<file path="src/hdl/kts_ram.sv">
// Generic single write port, single registered read port RAM.
`timescale 1ns / 1ps
`default_nettype none

module kts_ram #(
    parameter int WIDTH = 32,
    parameter int DEPTH = 16,
    parameter int AW    = (DEPTH > 1) ? $clog2(DEPTH) : 1
) (
    input  wire logic             clk,
    input  wire logic             we,
    input  wire logic [AW-1:0]    waddr,
    input  wire logic [WIDTH-1:0] wdata,
    input  wire logic [AW-1:0]    raddr,
    output logic      [WIDTH-1:0] rdata
);

    logic [WIDTH-1:0] mem [DEPTH];

    always_ff @(posedge clk)
    begin
        if (we)
        begin
            mem[waddr] <= wdata;
        end
        rdata <= mem[raddr];
    end

endmodule

`default_nettype wire

</file>
<file path="config.mk">
export PLATFORM = sky130hd
export DESIGN_NAME = kts_ram
export DESIGN_NICKNAME = d
export VERILOG_FILES = /design/src/hdl/kts_ram.sv
export SDC_FILE = /design/constraint.sdc
export NUM_CORES = 1
export LEC_CHECK = 0
export CAP_MARGIN = 20
export CORE_MARGIN = 2
export CORE_UTILIZATION = 32
export CTS_BUF_LIST = sky130_fd_sc_hd__clkbuf_2
export DETAILED_ROUTE_END_ITERATION = 10
export DONT_BUFFER_PORTS = 1
export PLACE_DENSITY_LB_ADDON = 0.08
export RECOVER_POWER = 25
export SLEW_MARGIN = 20
export SYNTH_ARGS = -nofsm -noshare
export SYNTH_HDL_FRONTEND = slang
export SYNTH_SLANG_ARGS = --single-unit
</file>
<file path="constraint.sdc">
create_clock -name clk -period 5.3 [get_ports clk]
set_input_delay 1.06 -clock clk [delete_from_list [all_inputs] [get_ports clk]]
set_output_delay 1.06 -clock clk [all_outputs]
set_load 0.01 [all_outputs]
</file>
==> flow_summary.ini, run 1 <==
[clock_network]
cts_tree = yes
clk_latency_ps = 1250
clock_sinks = 544
cts_setup_buffers = 0
cts-resized-gates = 0
cts.clk_slew.worst_paths_ps = 110
cts_root_buffer = clkbuf_2
clk_path_buf_depth = 3
h-tree-depth = 4
cts_buffers = 143
postCtsHoldBufs = 40

[worst_setup_path]
arrival_ps = 1660
cp-start-kind = flop
path_max_fanout = 1
end_kind = output pin
critPathRequiredTime_ps = 4240
worst-setup-path-type = reg2out

[pwr]
powerDensity_nw_per_um2 = 357
peakVddDrop_uv = 162
p_leak_nw = 7.34

[die]
core_um2 = 61500
rows = 91
pin_count = 74
initial_core_util_pct = 32.3
fp.dieW_um = 253
die_y_um = 253
die_area_um2 = 64100

[synth]
netlist_area_um2 = 19900
ys_seq_area_share_pct = 80.7
postSynthAreaPerCell_um2 = 23.7
ys_seq_elements = 544
yosysWarnings = 0
synth_cell_types = 18
syn_nets = 880
synth_cells = 838

[sta]
setup_tns_ps = 0
maxSlewViolCount = 0
rsz0062_at_grt = false
worst_pin_slew_ps = 1060
fin_crit_ps = 2720
clock_skew_ps = 91.2
final-hold-violation-count = 0
fin_hold_ws_ps = 212
finalCritPeriodShare_pct = 51.2
setup_viol = 0
max_freq_mhz = 368
maxSlewHeadroom_pct = 29.3

[run]
drv_cap = 0

[cells_and_area]
layout-drive-gt1-share_pct = 35.9
seq_area_um2 = 16000
layout_common_cells = 512 x edfxtp_1, 208 x clkbuf_2, 128 x mux4_2, 64 x a22oi_1, 38 x dlygate4sd3_1
nNetsFinal = 1041
area_growth_pct = 14.6
fillers = 5671
layout_commonest_cell = edfxtp_1
multi_input_area_um2 = 3750
fin_cells = 1900

[global_routing]
antenna_found_initial = 6
overflow = 0
grt.total_usage_pct = 15.5
grt_pass1_vias = 10319
grt_pass1_wl_mm = 69.1
grt_start_max_net_pins = 124

[place]
post-place-cells = 1604
dp_hpwl_mm = 23.7
io_buffers = 0
place_congestion = 0.681

[drt]
vias = 9162
drc_errors = 0
first_iter_violations = 503
viasPerCell = 4.82
wire_per_inst_um = 25.0
routed_wl_mm = 47.5
first_pass_iters = 5
drt.antenna.violating_nets = 0

[status]
status = complete, no violations

[min_path]
hold_class = in2reg
cell usage after synthesis (all sizes together):
master / number / area (um2)
nand2b: 2 / 12.5
buf: 26 / 159
nor3: 4 / 20.0
nand3: 1 / 5.00
edfxtp: 512 / 15400
nand3b: 2 / 15.0
mux4: 128 / 2880
clkbuf: 17 / 63.8
or3b: 1 / 8.76
nor2b: 2 / 12.5
dfxtp: 32 / 641
nor2: 13 / 48.8
a22oi: 64 / 480
nand2: 33 / 124
and2: 1 / 6.26
state kept, by name, indices dropped and copies added (netlist names):
signal / cells
mem: 512
rdata: 32
per-layer routing:
layer	share of wire (%)	vias up	wire (um)	track usage (%)
met2	53	233	25400	27.1
li1	-	3992	-	-
met1	40	4855	19000	17.6
met3	4.5	82	2150	4.65
met4	2.1	0	1020	6.56
met5	0	-	0	0
cells by family after synthesis:
kind of cell	count (synthesis)	share of synthesized area, %
AO/OA/AOI/OAI	64	2.42
flip-flops	544	80.7
multiplexers	128	14.5
buffers and inverters	43	1.12
AND/OR/NAND/NOR	59	1.27
through the flow:
stage	total power (W)	area, um2	setup WS (ps)	util (%)
after floorplan	0.00517	19900	1060	-
after global routing	0.00854	22700	2340	37.0
after CTS	0.00830	22700	2320	37.0
after detailed placement	0.00522	21000	2300	34.1
after global placement	0.00521	20900	2240	33.9
final	0.00813	22700	2580	37.0
report_power, final:
group,internal [W],switching (W)
Clock,0.00125,0.00167
Sequential,0.00480,0.0000445
Combinational,0.000163,0.000199
area by class of cell:
class,instances,share of cell area (%)
Antenna cell,6,0.0660
Clock buffer,208,4.58
Clock inverter,42,1.23
Multi-Input combinational cell,251,16.5
Sequential cell,544,70.4
Tap cell,790,4.35
Timing Repair Buffer,59,2.88
worst paths after layout:
path	startpoint	end	slack [ps]	depth (start not counted)
worst max-delay path	rdata[19]	rdata[19]	2580	0
worst min-delay path	raddr[3]	rdata[25]	210	3
worst max register to register	mem[8][18]	rdata[18]	3550	4
worst min register to register	mem[6][23]	rdata[23]	650	3
worst reg2reg max path: cells and delay by family, from the launching register on:
| family | cells | cell delay, ps |
|---|---|---|
| buffers and inverters | 1 | 570 |
| muxes | 1 | 460 |
| DFF | 1 | 380 |
| AOI/OAI and AO/OA | 1 | 180 |
| and+or+nand+nor | 1 | 50 |
Power figures use the tool's default switching activity.
==> run 2, diff against run 1 <==
Clock period 5.3 ns to 2.7 ns, I/O delays scaled along.
==> run 2 against run 1 <==
Sequential power up 96%. Setup slack worse by 2300 ps. Combinational power rose to 2.5 times the previous value. Via count up 6.3%. Worst hold slack better by 21 ps. Critical endpoint is now rdata[4]. Highest routed layer is now met5.
==> flow_summary.ini, run 2 (same netlist as run 1, synthesis figures left out) <==
[cells_and_area]
fin_cells = 2001
area_growth_pct = 20.2
layout-drive-gt1-share_pct = 33.6
regMostFlops = mem
nNetsFinal = 1134
layout_commonest_cell = edfxtp_1
reg_top3 = mem x512, rdata x32
layout_common_cells = 512 x edfxtp_1, 212 x clkbuf_2, 129 x dlygate4sd3_1, 128 x mux4_2, 64 x a22oi_1
largest_register_ffs = 512

[drt]
routed_wl_mm = 50.4
first_pass_iters = 4
first_iter_violations = 564
vias = 9742
viasPerCell = 4.87
wire_per_inst_um = 25.2
drc_errors = 0
drt.antenna.violating_nets = 0

[place]
dp_hpwl_mm = 23.7
place_congestion = 0.698
io_buffers = 0
post-place-cells = 1607

[sta]
maxSlewHeadroom_pct = 27.3
max_freq_mhz = 414
worst_pin_slew_ps = 1090
clock_skew_ps = 95.3
setup_viol = 0
final-hold-violation-count = 0
finalCritPeriodShare_pct = 89.4
rsz0062_at_grt = false
fin_hold_ws_ps = 233
fin_crit_ps = 2410
maxSlewViolCount = 0

[worst_setup_path]
timing.rr.end = rdata[22]
worst-setup-path-type = in2reg
path_max_fanout = 9
cp-endpoint = rdata[4]
end_kind = flop
r2r_setup_slack_ps = 320
cp-start-kind = input port
arrival_ps = 3570
reg2regPathDepth = 5
reg2reg_from = mem[7][22]
critPathRequiredTime_ps = 3850
setup.worst_path.start = raddr[3]

[clock_network]
cts_tree = yes
clk_path_buf_depth = 3
h-tree-depth = 4
clk_latency_ps = 1240
cts_buffers = 142
cts_setup_buffers = 0
clock_sinks = 544
cts-resized-gates = 0
cts_root_buffer = clkbuf_2
cts.clk_slew.worst_paths_ps = 110

[pwr]
power.total_w = 0.0165
peakVddDrop_uv = 328
powerDensity_nw_per_um2 = 691
p_leak_nw = 7.75

[status]
status = complete, no violations

[die]
initial_core_util_pct = 32.3
die_area_um2 = 64100
rows = 91
die_y_um = 253
core_um2 = 61500
fp.dieW_um = 253
pin_count = 74

[run]
drv_cap = 0

[global_routing]
overflow = 0
grt_pass1_vias = 10958
grt_start_max_net_pins = 76
antenna_found_initial = 7
grt.total_usage_pct = 16.5
grt_pass1_wl_mm = 73.5

[min_path]
hold_class = in2reg
hold_depth = 3
run 2: final cells by class:
class	instances	area, um2
Tap cell	790	988
Multi-Input combinational cell	251	3770
Fill cell	5659	37600
Clock inverter	48	372
Clock buffer	212	1060
Antenna cell	3	7.51
Sequential cell	544	16000
Timing Repair Buffer	153	1640
run 2: stage by stage:
step	util [%]	area, um2	setup WS, ps	TNS [ps]
6_report	38.8	23900	287	0
3_3_place_gp	34.3	21100	648	0
2_1_floorplan	-	19900	-168	-16140
4_1_cts	38.8	23800	191	0
3_5_place_dp	34.3	21100	637	0
5_1_grt	38.8	23900	217	0
run 2: metal layers:
metal / up-vias / wire length, um / track usage, %
met5: - / 71 / 0
met4: 10 / 1240 / 6.68
met3: 84 / 2590 / 5.17
met2: 258 / 26400 / 28.3
met1: 5187 / 20200 / 19.4
li1: 4203 / - / -
run 2: how the worst min path moves through the flow:
stage / from / to
6_report: waddr[3] / mem[15][11]
3_3_place_gp: wdata[6] / mem[3][6]
4_1_cts: raddr[1] / rdata[2]
2_1_floorplan: mem[14][0] / rdata[0]
5_1_grt: raddr[1] / rdata[22]
3_5_place_dp: wdata[6] / mem[1][6]
run 2: worst max-delay path, stage by stage:
cell           delay (ps)
dlygate4sd3_1         640
nor2b_4               130
dlygate4sd3_1         940
a22oi_1               130
dlygate4sd3_1         580
nand2_1                60
dlygate4sd3_1         530
run 2: power breakdown:
part           switching, W  internal (W)  total, W
Combinational      0.000474      0.000439  0.000913
Clock               0.00334       0.00270   0.00604
Sequential        0.0000959       0.00943   0.00952
run 2: timing repair:
item                       4_1_cts  5_1_grt
setup endpoints to repair        0        0
hold endpoints to repair       900        0
hold buffers                   131        0
