<file path="src/hdl/kts_pkg.sv">
// Shared constants and types for the keyframe translation sampler.
`timescale 1ns / 1ps
`default_nettype none

package kts_pkg;

    localparam int MAX_KEYS = 16;
    localparam int KEY_AW   = (MAX_KEYS > 1) ? $clog2(MAX_KEYS) : 1;
    localparam int CNT_W    = $clog2(MAX_KEYS + 1);
    localparam int KEY_W    = 128;

    localparam int DIV_W     = 49;
    localparam int DSR_W     = 32;
    localparam int DIV_CNT_W = $clog2(DIV_W + 1);

    localparam logic CFG_KEY_COUNT   = 1'b0;
    localparam logic CFG_LOOP_ENABLE = 1'b1;

    localparam logic MODE_LOAD = 1'b0;
    localparam logic MODE_TICK = 1'b1;

    typedef struct packed {
        logic             start;
        logic [DIV_W-1:0] dividend;
        logic [DSR_W-1:0] divisor;
    } div_req_t;

    typedef struct packed {
        logic             done;
        logic [DIV_W-1:0] quotient;
    } div_rsp_t;

endpackage

`default_nettype wire

</file>
<file path="src/hdl/kts_div.sv">
// Restoring radix-2 unsigned divider, one quotient bit per cycle.
`timescale 1ns / 1ps
`default_nettype none

module kts_div (
    input  wire logic              clk,
    input  wire logic              rst_n,
    input  wire kts_pkg::div_req_t req,
    output kts_pkg::div_rsp_t      rsp
);

    import kts_pkg::*;

    logic [DIV_W-1:0]     dvd_reg;
    logic [DSR_W-1:0]     dsr_reg;
    logic [DSR_W-1:0]     rem_reg;
    logic [DIV_CNT_W-1:0] cnt_reg;
    logic                 done_reg;

    logic [DSR_W:0]   rem_sh;
    logic [DSR_W+1:0] trial;
    logic             qbit;
    logic [DSR_W-1:0] rem_next;

    always_comb
    begin
        rem_sh   = {rem_reg, dvd_reg[DIV_W-1]};
        trial    = {1'b0, rem_sh} - {2'b00, dsr_reg};
        qbit     = ~trial[DSR_W+1];
        rem_next = qbit ? trial[DSR_W-1:0] : rem_sh[DSR_W-1:0];
    end

    always_ff @(posedge clk or negedge rst_n)
    begin
        if (!rst_n)
        begin
            cnt_reg  <= '0;
            done_reg <= 1'b0;
        end
        else if (req.start)
        begin
            cnt_reg  <= DIV_CNT_W'(DIV_W);
            done_reg <= 1'b0;
        end
        else if (cnt_reg != '0)
        begin
            cnt_reg  <= cnt_reg - 1'b1;
            done_reg <= (cnt_reg == DIV_CNT_W'(1));
        end
        else
        begin
            done_reg <= 1'b0;
        end
    end

    always_ff @(posedge clk)
    begin
        if (req.start)
        begin
            dvd_reg <= req.dividend;
            dsr_reg <= req.divisor;
            rem_reg <= '0;
        end
        else if (cnt_reg != '0)
        begin
            dvd_reg <= {dvd_reg[DIV_W-2:0], qbit};
            rem_reg <= rem_next;
        end
    end

    assign rsp.done     = done_reg;
    assign rsp.quotient = dvd_reg;

endmodule

`default_nettype wire

</file>
<file path="config.mk">
export PLATFORM = sky130hd
export DESIGN_NAME = kts_div
export DESIGN_NICKNAME = d
export VERILOG_FILES = /design/src/hdl/kts_pkg.sv /design/src/hdl/kts_div.sv
export SDC_FILE = /design/constraint.sdc
export NUM_CORES = 1
export LEC_CHECK = 0
export BUFFER_PORTS_ARGS = -buffer_cell sky130_fd_sc_hd__buf_2
export CAP_MARGIN = 20
export CORE_UTILIZATION = 35
export CTS_CLUSTER_SIZE = 16
export DETAILED_ROUTE_END_ITERATION = 8
export SKIP_CTS_REPAIR_TIMING = 1
export SLEW_MARGIN = 10
export SYNTH_ARGS = -nofsm -noshare
export SYNTH_HDL_FRONTEND = slang
export SYNTH_SLANG_ARGS = --single-unit
</file>
<file path="constraint.sdc">
create_clock -name clk -period 6.8 [get_ports clk]
set_input_delay 1.36 -clock clk [delete_from_list [all_inputs] [get_ports clk]]
set_output_delay 1.36 -clock clk [all_outputs]
set_load 0.1 [all_outputs]
</file>
==> flow_summary.toml, run 1 <==
[run_status]
status = "finished, final reports clean"

[global_routing]
grtUsageMet3 = 0.0584
grtUsageTotal = 0.158
grt_antenna_before_repair = 0
use_met1 = 0.191
grt_pass1_vias = 4992
gr-total-overflow = 0
top_usage_layer = "met2"
grt_max_degree = 77
grtUsageMet2 = 0.258
grt_pass1_wl_mm = 24.1

[timing]
min_period_ns = 3.41
worst_pin_slew_ns = 0.953
post-route-period-util = 0.501
finalSetupViolations = 0
relSlewSlack = 0.365
drv_slew = 0
hold_viol = 0
fin_worst_skew_ns = 0.0121
rsz0062_at_grt = "no"
setup_tns_ns = 0
clock.fmax_mhz = 294

[cells_and_area]
area_growth_pct = 22.1
final_common_cell = "buf_2"
final_cell_mix = "buf_2 (132), edfxtp_1 (81), nand2_1 (70), mux2_2 (49), nor2_1 (48)"
largest_reg_flops = 49
multi_input_area_um2 = 3030
layout-drive-gt1-share = 0.308
seqCellArea_um2 = 3250
postLayoutCellArea_um2 = 8010
fillers = 1748
n_antenna_cell = 0
nets = 862

[clock_tree]
cts.sinks = 120
clk_pin_slew_ns = 0.06
root_buffer = "clkbuf_16"
numCtsBuffers = 17
cts_tree = "done"
clock_latency_ns = 0.42
h-tree-depth = 4
cts_max_path_buffers = 2

[placement]
port-buffer-count = 133
gp_congestion = 0.813
hpwl_mm = 10.2
placed_area_um2 = 7430

[setup_path]
criticalPathCategory = "register to register"
worstPathMaxFanout = 18
crit_arrival_ns = 3.67
reg2reg_depth = 12
endpoint_kind = "register"
r2r_start = "dsr_reg[1]"
r2r_end = "rem_reg[25]"
worst_setup_path_start_kind = "register"
reg2reg_setup_slack_ns = 3.39
required_ns = 7.06

[synth]
async_flop_share = 0.0583
synthesis.area_um2 = 6560
syn_nets = 734
synth_top_cell_by_area = "edfxtp_1"
avgSynthCellArea_um2 = 10.7
synth_area_leaders = "edfxtp_1 (37%), dfxtp_1 (9.8%), mux2_2 (8.4%), ha_1 (6.5%), nand2_1 (4.1%)"
ys_warn_count = 0
synth_cell_type_count = 59
syn_inst = 615
synth_edf_count = 81
synth_seq_cells = 120
ys_seq_area_frac = 0.495
synth_top_cell_area_share = 0.371
synth_ff_type = "edfxtp_1"

[drt]
dr_total_vias = 4930
postRouteWirelength_mm = 14.7
wl_per_cell_um = 14.9
firstDrtPassIters = 6
drcViolationCount = 0
viasPerCell = 5.01
drt_iter0_markers = 212
antenna_left = 0

[hold_path]
hold_class = "register to register"
hold-path-cell-count = 2
hold_end = "rem_reg[13]"
min_from = "rem_reg[13]"

[die]
die_h_um = 139
fp-row-count = 49
fp.dieW_um = 139
start_util = 0.361
die-area_um2 = 19300
core-area_um2 = 18100
ios = 134

[run]
cap_violations = 0

[power_and_ir_drop]
irDropWorstVdd_mv = 0.238
p_leak_nw = 3.52
p_per_area_nw_per_um2 = 396
==> metrics by stage <==
| stage | utilization | hold WS [ns] | setup slack (ns) | instances | total power [mW] |
|---|---|---|---|---|---|
| after floorplan | - | 0.449 | 3.23 | 615 | 2.06 |
| after global placement | 0.409 | 0.471 | 3.42 | 952 | 2.31 |
| after detailed placement | 0.410 | 0.471 | 3.41 | 953 | 2.31 |
| after CTS | 0.441 | 0.479 | 3.37 | 985 | 3.21 |
| after global routing | 0.441 | 0.490 | 3.10 | 985 | 3.38 |
| final | 0.441 | 0.476 | 3.39 | 985 | 3.17 |
==> critical path: stages (launching register included) <==
cell and delay, ns:
edfxtp_1 0.36, inv_1 0.11, ha_1 0.24, nor2b_1 0.14, o31a_1 0.30, a2111oi_2 0.61, o211ai_2 0.16, nand2_2 0.14
o31a_1 0.48, buf_4 0.35, nor2_1 0.08, a211oi_1 0.22, nor3_1 0.07
==> report_power, final <==
group / switching [mW] / total, mW / internal, mW
clock network: 0.386 / 0.873 / 0.487
logic: 0.845 / 1.30 / 0.453
registers: 0.0855 / 1.00 / 0.916
total: 1.32 / 3.17 / 1.86
==> cell usage after synthesis, types with 3 or more instances <==
cell       n
a211oi_1   9
a21o_1    15
a21oi_1   38
a311oi_1  20
a31oi_1    6
and2_1     5
and3_1     6
buf_4      3
clkbuf_1  23
dfrtp_1    7
dfxtp_1   32
edfxtp_1  81
ha_1      34
inv_1     41
mux2_2    49
nand2_1   71
nand2b_1   3
nand3_1   10
nand4_1    4
nor2_1    48
nor3_1     6
o211ai_1   4
o21a_1     4
o21ai_0   22
or3_1      4
xnor2_1   18
xor2_1     9
==> layout make-up <==
type	instances	area share
inverters	41	0.0192
flip-flops and latches	120	0.406
clock inverters	15	0.0186
clock buffers	17	0.0531
repair buffers	138	0.0897
multi-input cells	425	0.378
well taps	229	0.0358
==> cells by family (layout without fill, tap and decap cells) <==
kind of cell / after synthesis / after routing / synth area share
AOI/OAI and AO/OA: 144 / 144 / 0.156
xor gates and xnor gates: 27 / 27 / 0.0361
adders and majority gates: 35 / 35 / 0.0679
buffers and inverters: 70 / 211 / 0.0433
DFF: 120 / 120 / 0.495
muxes: 51 / 51 / 0.0872
and+or+nand+nor: 168 / 168 / 0.115
==> routing by layer <==
layer	up-vias	routed length, µm	part of all wire
li1	2512	-	-
met5	-	0	0
met2	121	6770	0.46
met4	0	155	0.011
met3	10	1000	0.068
met1	2287	6780	0.46
==> worst max-delay path by stage <==
stage	cells after the start	start	slack (ns)	endpoint
after floorplan	13	dvd_reg[48]	3.23	rem_reg[24]
after global placement	12	dsr_reg[1]	3.42	rem_reg[25]
after detailed placement	3	req[81]	3.41	dvd_reg[2]
after CTS	12	dsr_reg[1]	3.37	rem_reg[25]
after global routing	13	dvd_reg[48]	3.10	rem_reg[24]
final	12	dsr_reg[1]	3.39	rem_reg[25]
(Power assumes the default switching activity.)
==> run 2, diff against run 1 <==
Clock period 6.8 ns to 3.5 ns, I/O delays scaled along.
==> run 2 against run 1 <==
Sequential share of layout area is 0.45 points lower. Maximum frequency rose by 2.4%. Clock-buffer cell count stayed put. Cell count rose by 1.0%. Non-clock buffer count rose by 11. Largest power group unchanged. Register-to-register slack worse by 3.2 ns. Clock power rose by 89%. Highest routed layer unchanged.
==> flow_summary.toml, run 2 (synthesized netlist as in run 1, its figures left out) <==
[run_status]
status = "finished, final reports clean"

[setup_path]
crit_arrival_ns = 3.66
reg2reg_setup_slack_ns = 0.18
r2r_end = "rem_reg[24]"
reg2reg_depth = 13
criticalPathCategory = "register to register"
r2r_start = "dvd_reg[48]"
endpoint_kind = "register"
required_ns = 3.84
worstPathMaxFanout = 7
worst_setup_path_start_kind = "register"

[cells_and_area]
layout-drive-gt1-share = 0.319
fin_util = 0.446
fillers = 1747
final_common_cell = "buf_2"
area_growth_pct = 23.5
final_cell_mix = "buf_2 (132), edfxtp_1 (81), nand2_1 (70), mux2_2 (49), nor2_1 (48)"
largest_reg_flops = 49
instances_no_fill = 995
nets = 873
n_antenna_cell = 0

[timing]
rsz0062_at_grt = "no"
post-route-period-util = 0.950
hold_viol = 0
finalSetupViolations = 0
setup_tns_ns = 0
min_period_ns = 3.32
clock.fmax_mhz = 301
drv_slew = 0
fin_worst_skew_ns = 0.0110
worst_pin_slew_ns = 0.690
relSlewSlack = 0.540

[drt]
drcViolationCount = 0
antenna_left = 0
drt_iter0_markers = 246
dr_total_vias = 4996
wl_per_cell_um = 15.2
firstDrtPassIters = 7
viasPerCell = 5.02
postRouteWirelength_mm = 15.1

[global_routing]
gr-total-overflow = 0
grt_max_degree = 66
grt_pass1_wl_mm = 24.9
grt_pass1_vias = 5098
grt_antenna_before_repair = 0
grtUsageTotal = 0.163

[clock_tree]
cts_tree = "done"
clk_pin_slew_ns = 0.06
clock_latency_ns = 0.42
cts_max_path_buffers = 2
cts.sinks = 120
numCtsBuffers = 17
root_buffer = "clkbuf_16"
h-tree-depth = 4

[die]
core-area_um2 = 18100
fp-row-count = 49
die-area_um2 = 19300
ios = 134
fp.dieW_um = 139
start_util = 0.361
die_h_um = 139

[power_and_ir_drop]
power.total_mw = 6.25
p_switching_mw = 2.52
power_frac_comb = 0.425
p_per_area_nw_per_um2 = 771
irDropWorstVdd_mv = 0.391
sequentialPowerShare = 0.311
p_clk_frac = 0.264
p_leak_nw = 3.56
p_int_mw = 3.73
swShare = 0.403

[run]
cap_violations = 0

[placement]
dp.cells = 963
gp_congestion = 0.830
port-buffer-count = 133
hpwl_mm = 10.9

[hold_path]
hold_class = "input port to asynchronous set/reset pin"
run 2: area by class of cell:
class	count	area (µm²)	area share
Sequential cell	120	3250	0.401
Multi-Input combinational cell	425	3050	0.377
Timing Repair Buffer	149	808	0.0998
Clock buffer	17	425	0.0525
Tap cell	229	287	0.0354
Inverter	41	154	0.0190
Clock inverter	14	125	0.0155
run 2: per-stage QoR:
stage / setup slack (ns) / hold slack (ns) / cell area, µm²
finish: 0.175 / 0.102 / 8100
global route: 0.0000284 / 0.0843 / 8100
CTS: 0.134 / 0.0874 / 8080
detailed placement: 0.147 / 0.473 / 7530
global placement: 0.279 / 0.468 / 7530
floorplan: -0.0559 / 0.404 / 6580
run 2: how the worst max path moves through the flow:
stage | startpoint | end | slack, ns | cells after the start
after global placement | dvd_reg[48] | rem_reg[24] | 0.28 | 13
final | dvd_reg[48] | rem_reg[24] | 0.18 | 13
after detailed placement | dsr_reg[5] | rem_reg[23] | 0.15 | 11
after CTS | dsr_reg[5] | rem_reg[21] | 0.13 | 11
after global routing | dvd_reg[48] | rem_reg[24] | 0.00003 | 13
after floorplan | dvd_reg[48] | rem_reg[24] | -0.06 | 13
run 2: critical path, stage by stage, from the launching register on:
cell and delay [ns]:
edfxtp_1 0.40, inv_1 0.08, ha_2 0.16, inv_1 0.05, fa_2 0.35, a21o_1 0.18, nand4_1 0.13, nand4b_4 0.14
a211o_4 0.38, o31ai_4 0.40, o31ai_2 0.15, and3_1 0.19, o41a_1 0.41, a211oi_2 0.21
run 2: power groups by stage:
stage               sequential [mW]  combinational, mW  clock [mW]
floorplan                      2.42               1.60           0
global placement               1.97               2.62           0
detailed placement             1.97               2.62           0
CTS                            1.94               2.63        1.69
global route                   1.98               2.92        1.75
finish                         1.94               2.65        1.65
run 2: routing by layer:
layer | up-vias | GRT usage | share of wire
met1 | 2311 | 0.205 | 0.48
met5 | - | 0 | 0
met3 | 12 | 0.0577 | 0.062
met2 | 141 | 0.262 | 0.45
li1 | 2532 | - | -
met4 | 0 | 0.0520 | 0.0096
==> run 3, diff against run 2 <==
Clock period 3.5 ns to 3.6 ns, I/O delays scaled along.
==> run 3 against run 2 <==
Sequential cell count did not move. Utilization fell by 0.062 points. Power fell by 0.45%. Sequential power fell by 3%. Combinational power fell by 4%. Clock skew fell by 0.0016 ns. Clock-buffer cell count did not move. Critical path depth did not move. Register-to-register slack improved by 0.05 ns. Cell count fell by 0.50%. Setup slack improved by 0.053 ns. Largest power group unchanged.
==> flow_summary.toml, run 3 (synthesized netlist as in run 1, its figures left out) <==
[drt]
postRouteWirelength_mm = 15.3
wl_per_cell_um = 15.4
drcViolationCount = 0
viasPerCell = 5.08
firstDrtPassIters = 7
drt_iter0_markers = 278
antenna_left = 0
dr_total_vias = 5034

[cells_and_area]
final_common_cell = "buf_2"
multi_input_area_um2 = 3030
fillers = 1730
layout-drive-gt1-share = 0.312
area_growth_pct = 23.3
final_cell_mix = "buf_2 (132), edfxtp_1 (81), nand2_1 (70), mux2_2 (49), nor2_1 (48)"
nets = 866
largest_reg_flops = 49
seqCellArea_um2 = 3250
fin_util = 0.446

[timing]
min_period_ns = 3.37
post-route-period-util = 0.936
hold_viol = 0
setup_tns_ns = 0
fin_worst_skew_ns = 0.00941
finalSetupViolations = 0
relSlewSlack = 0.538
drv_slew = 0
clock.fmax_mhz = 297
worst_pin_slew_ns = 0.692
rsz0062_at_grt = "no"

[placement]
hpwl_mm = 10.4
port-buffer-count = 133
gp_congestion = 0.779

[clock_tree]
cts_max_path_buffers = 2
h-tree-depth = 4
cts_tree = "done"
numCtsBuffers = 17
root_buffer = "clkbuf_16"
clock_latency_ns = 0.42
cts.sinks = 120
clk_pin_slew_ns = 0.06

[setup_path]
cp_slowest_stage_delay_ns = 0.41
crit_chain = "inv_1 -> ha_1 -> inv_1 -> fa_1 -> a21o_1 -> nand4_1 -> nand4b_2 -> a211o_2 -> o31ai_4 -> o31ai_2 -> and3_1 -> o41a_1 -> a211oi_2"
worst_setup_path_start_kind = "register"
cpMostUsedCell = "inv_1"
cp_slowest_cell = "o41a_1"
endpoint_kind = "register"
worstPathMaxFanout = 7
crit_arrival_ns = 3.71
critPathTopFamily = "compound AO/OA/AOI/OAI gates"
criticalPathCategory = "register to register"
critical_path_buf_inv_count = 2
required_ns = 3.94

[hold_path]
hold_class = "input port to asynchronous set/reset pin"

[run]
cap_violations = 0

[run_status]
status = "finished, final reports clean"

[die]
die-area_um2 = 19300
start_util = 0.361
ios = 134
fp-row-count = 49
fp.dieW_um = 139
die_h_um = 139
core-area_um2 = 18100

[global_routing]
grt_antenna_before_repair = 1
grt_pass1_wl_mm = 24.8
gr-total-overflow = 0
grt_pass1_vias = 5113
grt_max_degree = 116
grtUsageTotal = 0.164

[power_and_ir_drop]
irDropWorstVdd_mv = 0.370
p_leak_nw = 3.55
power.total_mw = 6.22
p_per_area_nw_per_um2 = 769
run 3: cell types whose count changed in the layout (fill, tap and decap cells not counted), sizes merged:
cell    delta
buf        -7
clkinv     -5
inv        +5
bufinv     +1
diode      +1
run 3: layer usage:
metal / vias to the layer above / GRT usage / routed length, µm
li1: 2518 / - / -
met2: 141 / 0.267 / 6990
met4: 0 / 0.0556 / 203
met3: 16 / 0.0618 / 1090
met1: 2359 / 0.199 / 6970
met5: - / 0 / 0
run 3: final cells by class:
type | instances | area share
flip-flops and latches | 120 | 0.402
clock inverters | 15 | 0.0224
repair buffers | 142 | 0.0941
well taps | 229 | 0.0354
diodes | 1 | 0.000310
multi-input cells | 425 | 0.374
inverters | 41 | 0.0190
clock buffers | 17 | 0.0526
run 3: worst paths after layout:
path / startpoint / to / slack [ns] / cells past startpoint
worst min-delay path: rst_n / cnt_reg[2] / 0.12 / 1
worst max-delay path: dvd_reg[48] / rem_reg[24] / 0.23 / 13
worst max register to register: dvd_reg[48] / rem_reg[24] / 0.23 / 13
max in group asynchronous: rst_n / done_reg / 3.32 / 1
worst min register to register: rem_reg[13] / rem_reg[13] / 0.47 / 2
min in group clk: req[5] / dsr_reg[5] / 0.47 / 1
run 3: stage by stage:
step                hold slack, ns  instances  area (µm²)  setup WS (ns)
finish                       0.122        990        8090          0.229
CTS                          0.107        989        8080          0.220
detailed placement           0.472        957        7480          0.241
floorplan                    0.424        615        6560         0.0289
global placement             0.467        957        7480          0.325
global route                 0.107        989        8080         0.0419
run 3: power by group:
group          internal (mW)  switching [mW]  total (mW)
registers               1.73           0.158        1.89
clock network           1.05           0.724        1.78
logic                  0.919            1.64        2.55
total                   3.70            2.52        6.22
run 3: worst register-to-register path, delay by kind of cell (launching register included):
kind / cells / cell delay, ns
buffers and inverters: 2 / 0.14
adder cells (fa/ha/maj): 2 / 0.57
flip-flops: 1 / 0.40
AO/OA/AOI/OAI: 6 / 1.71
AND/OR/NAND/NOR: 3 / 0.47
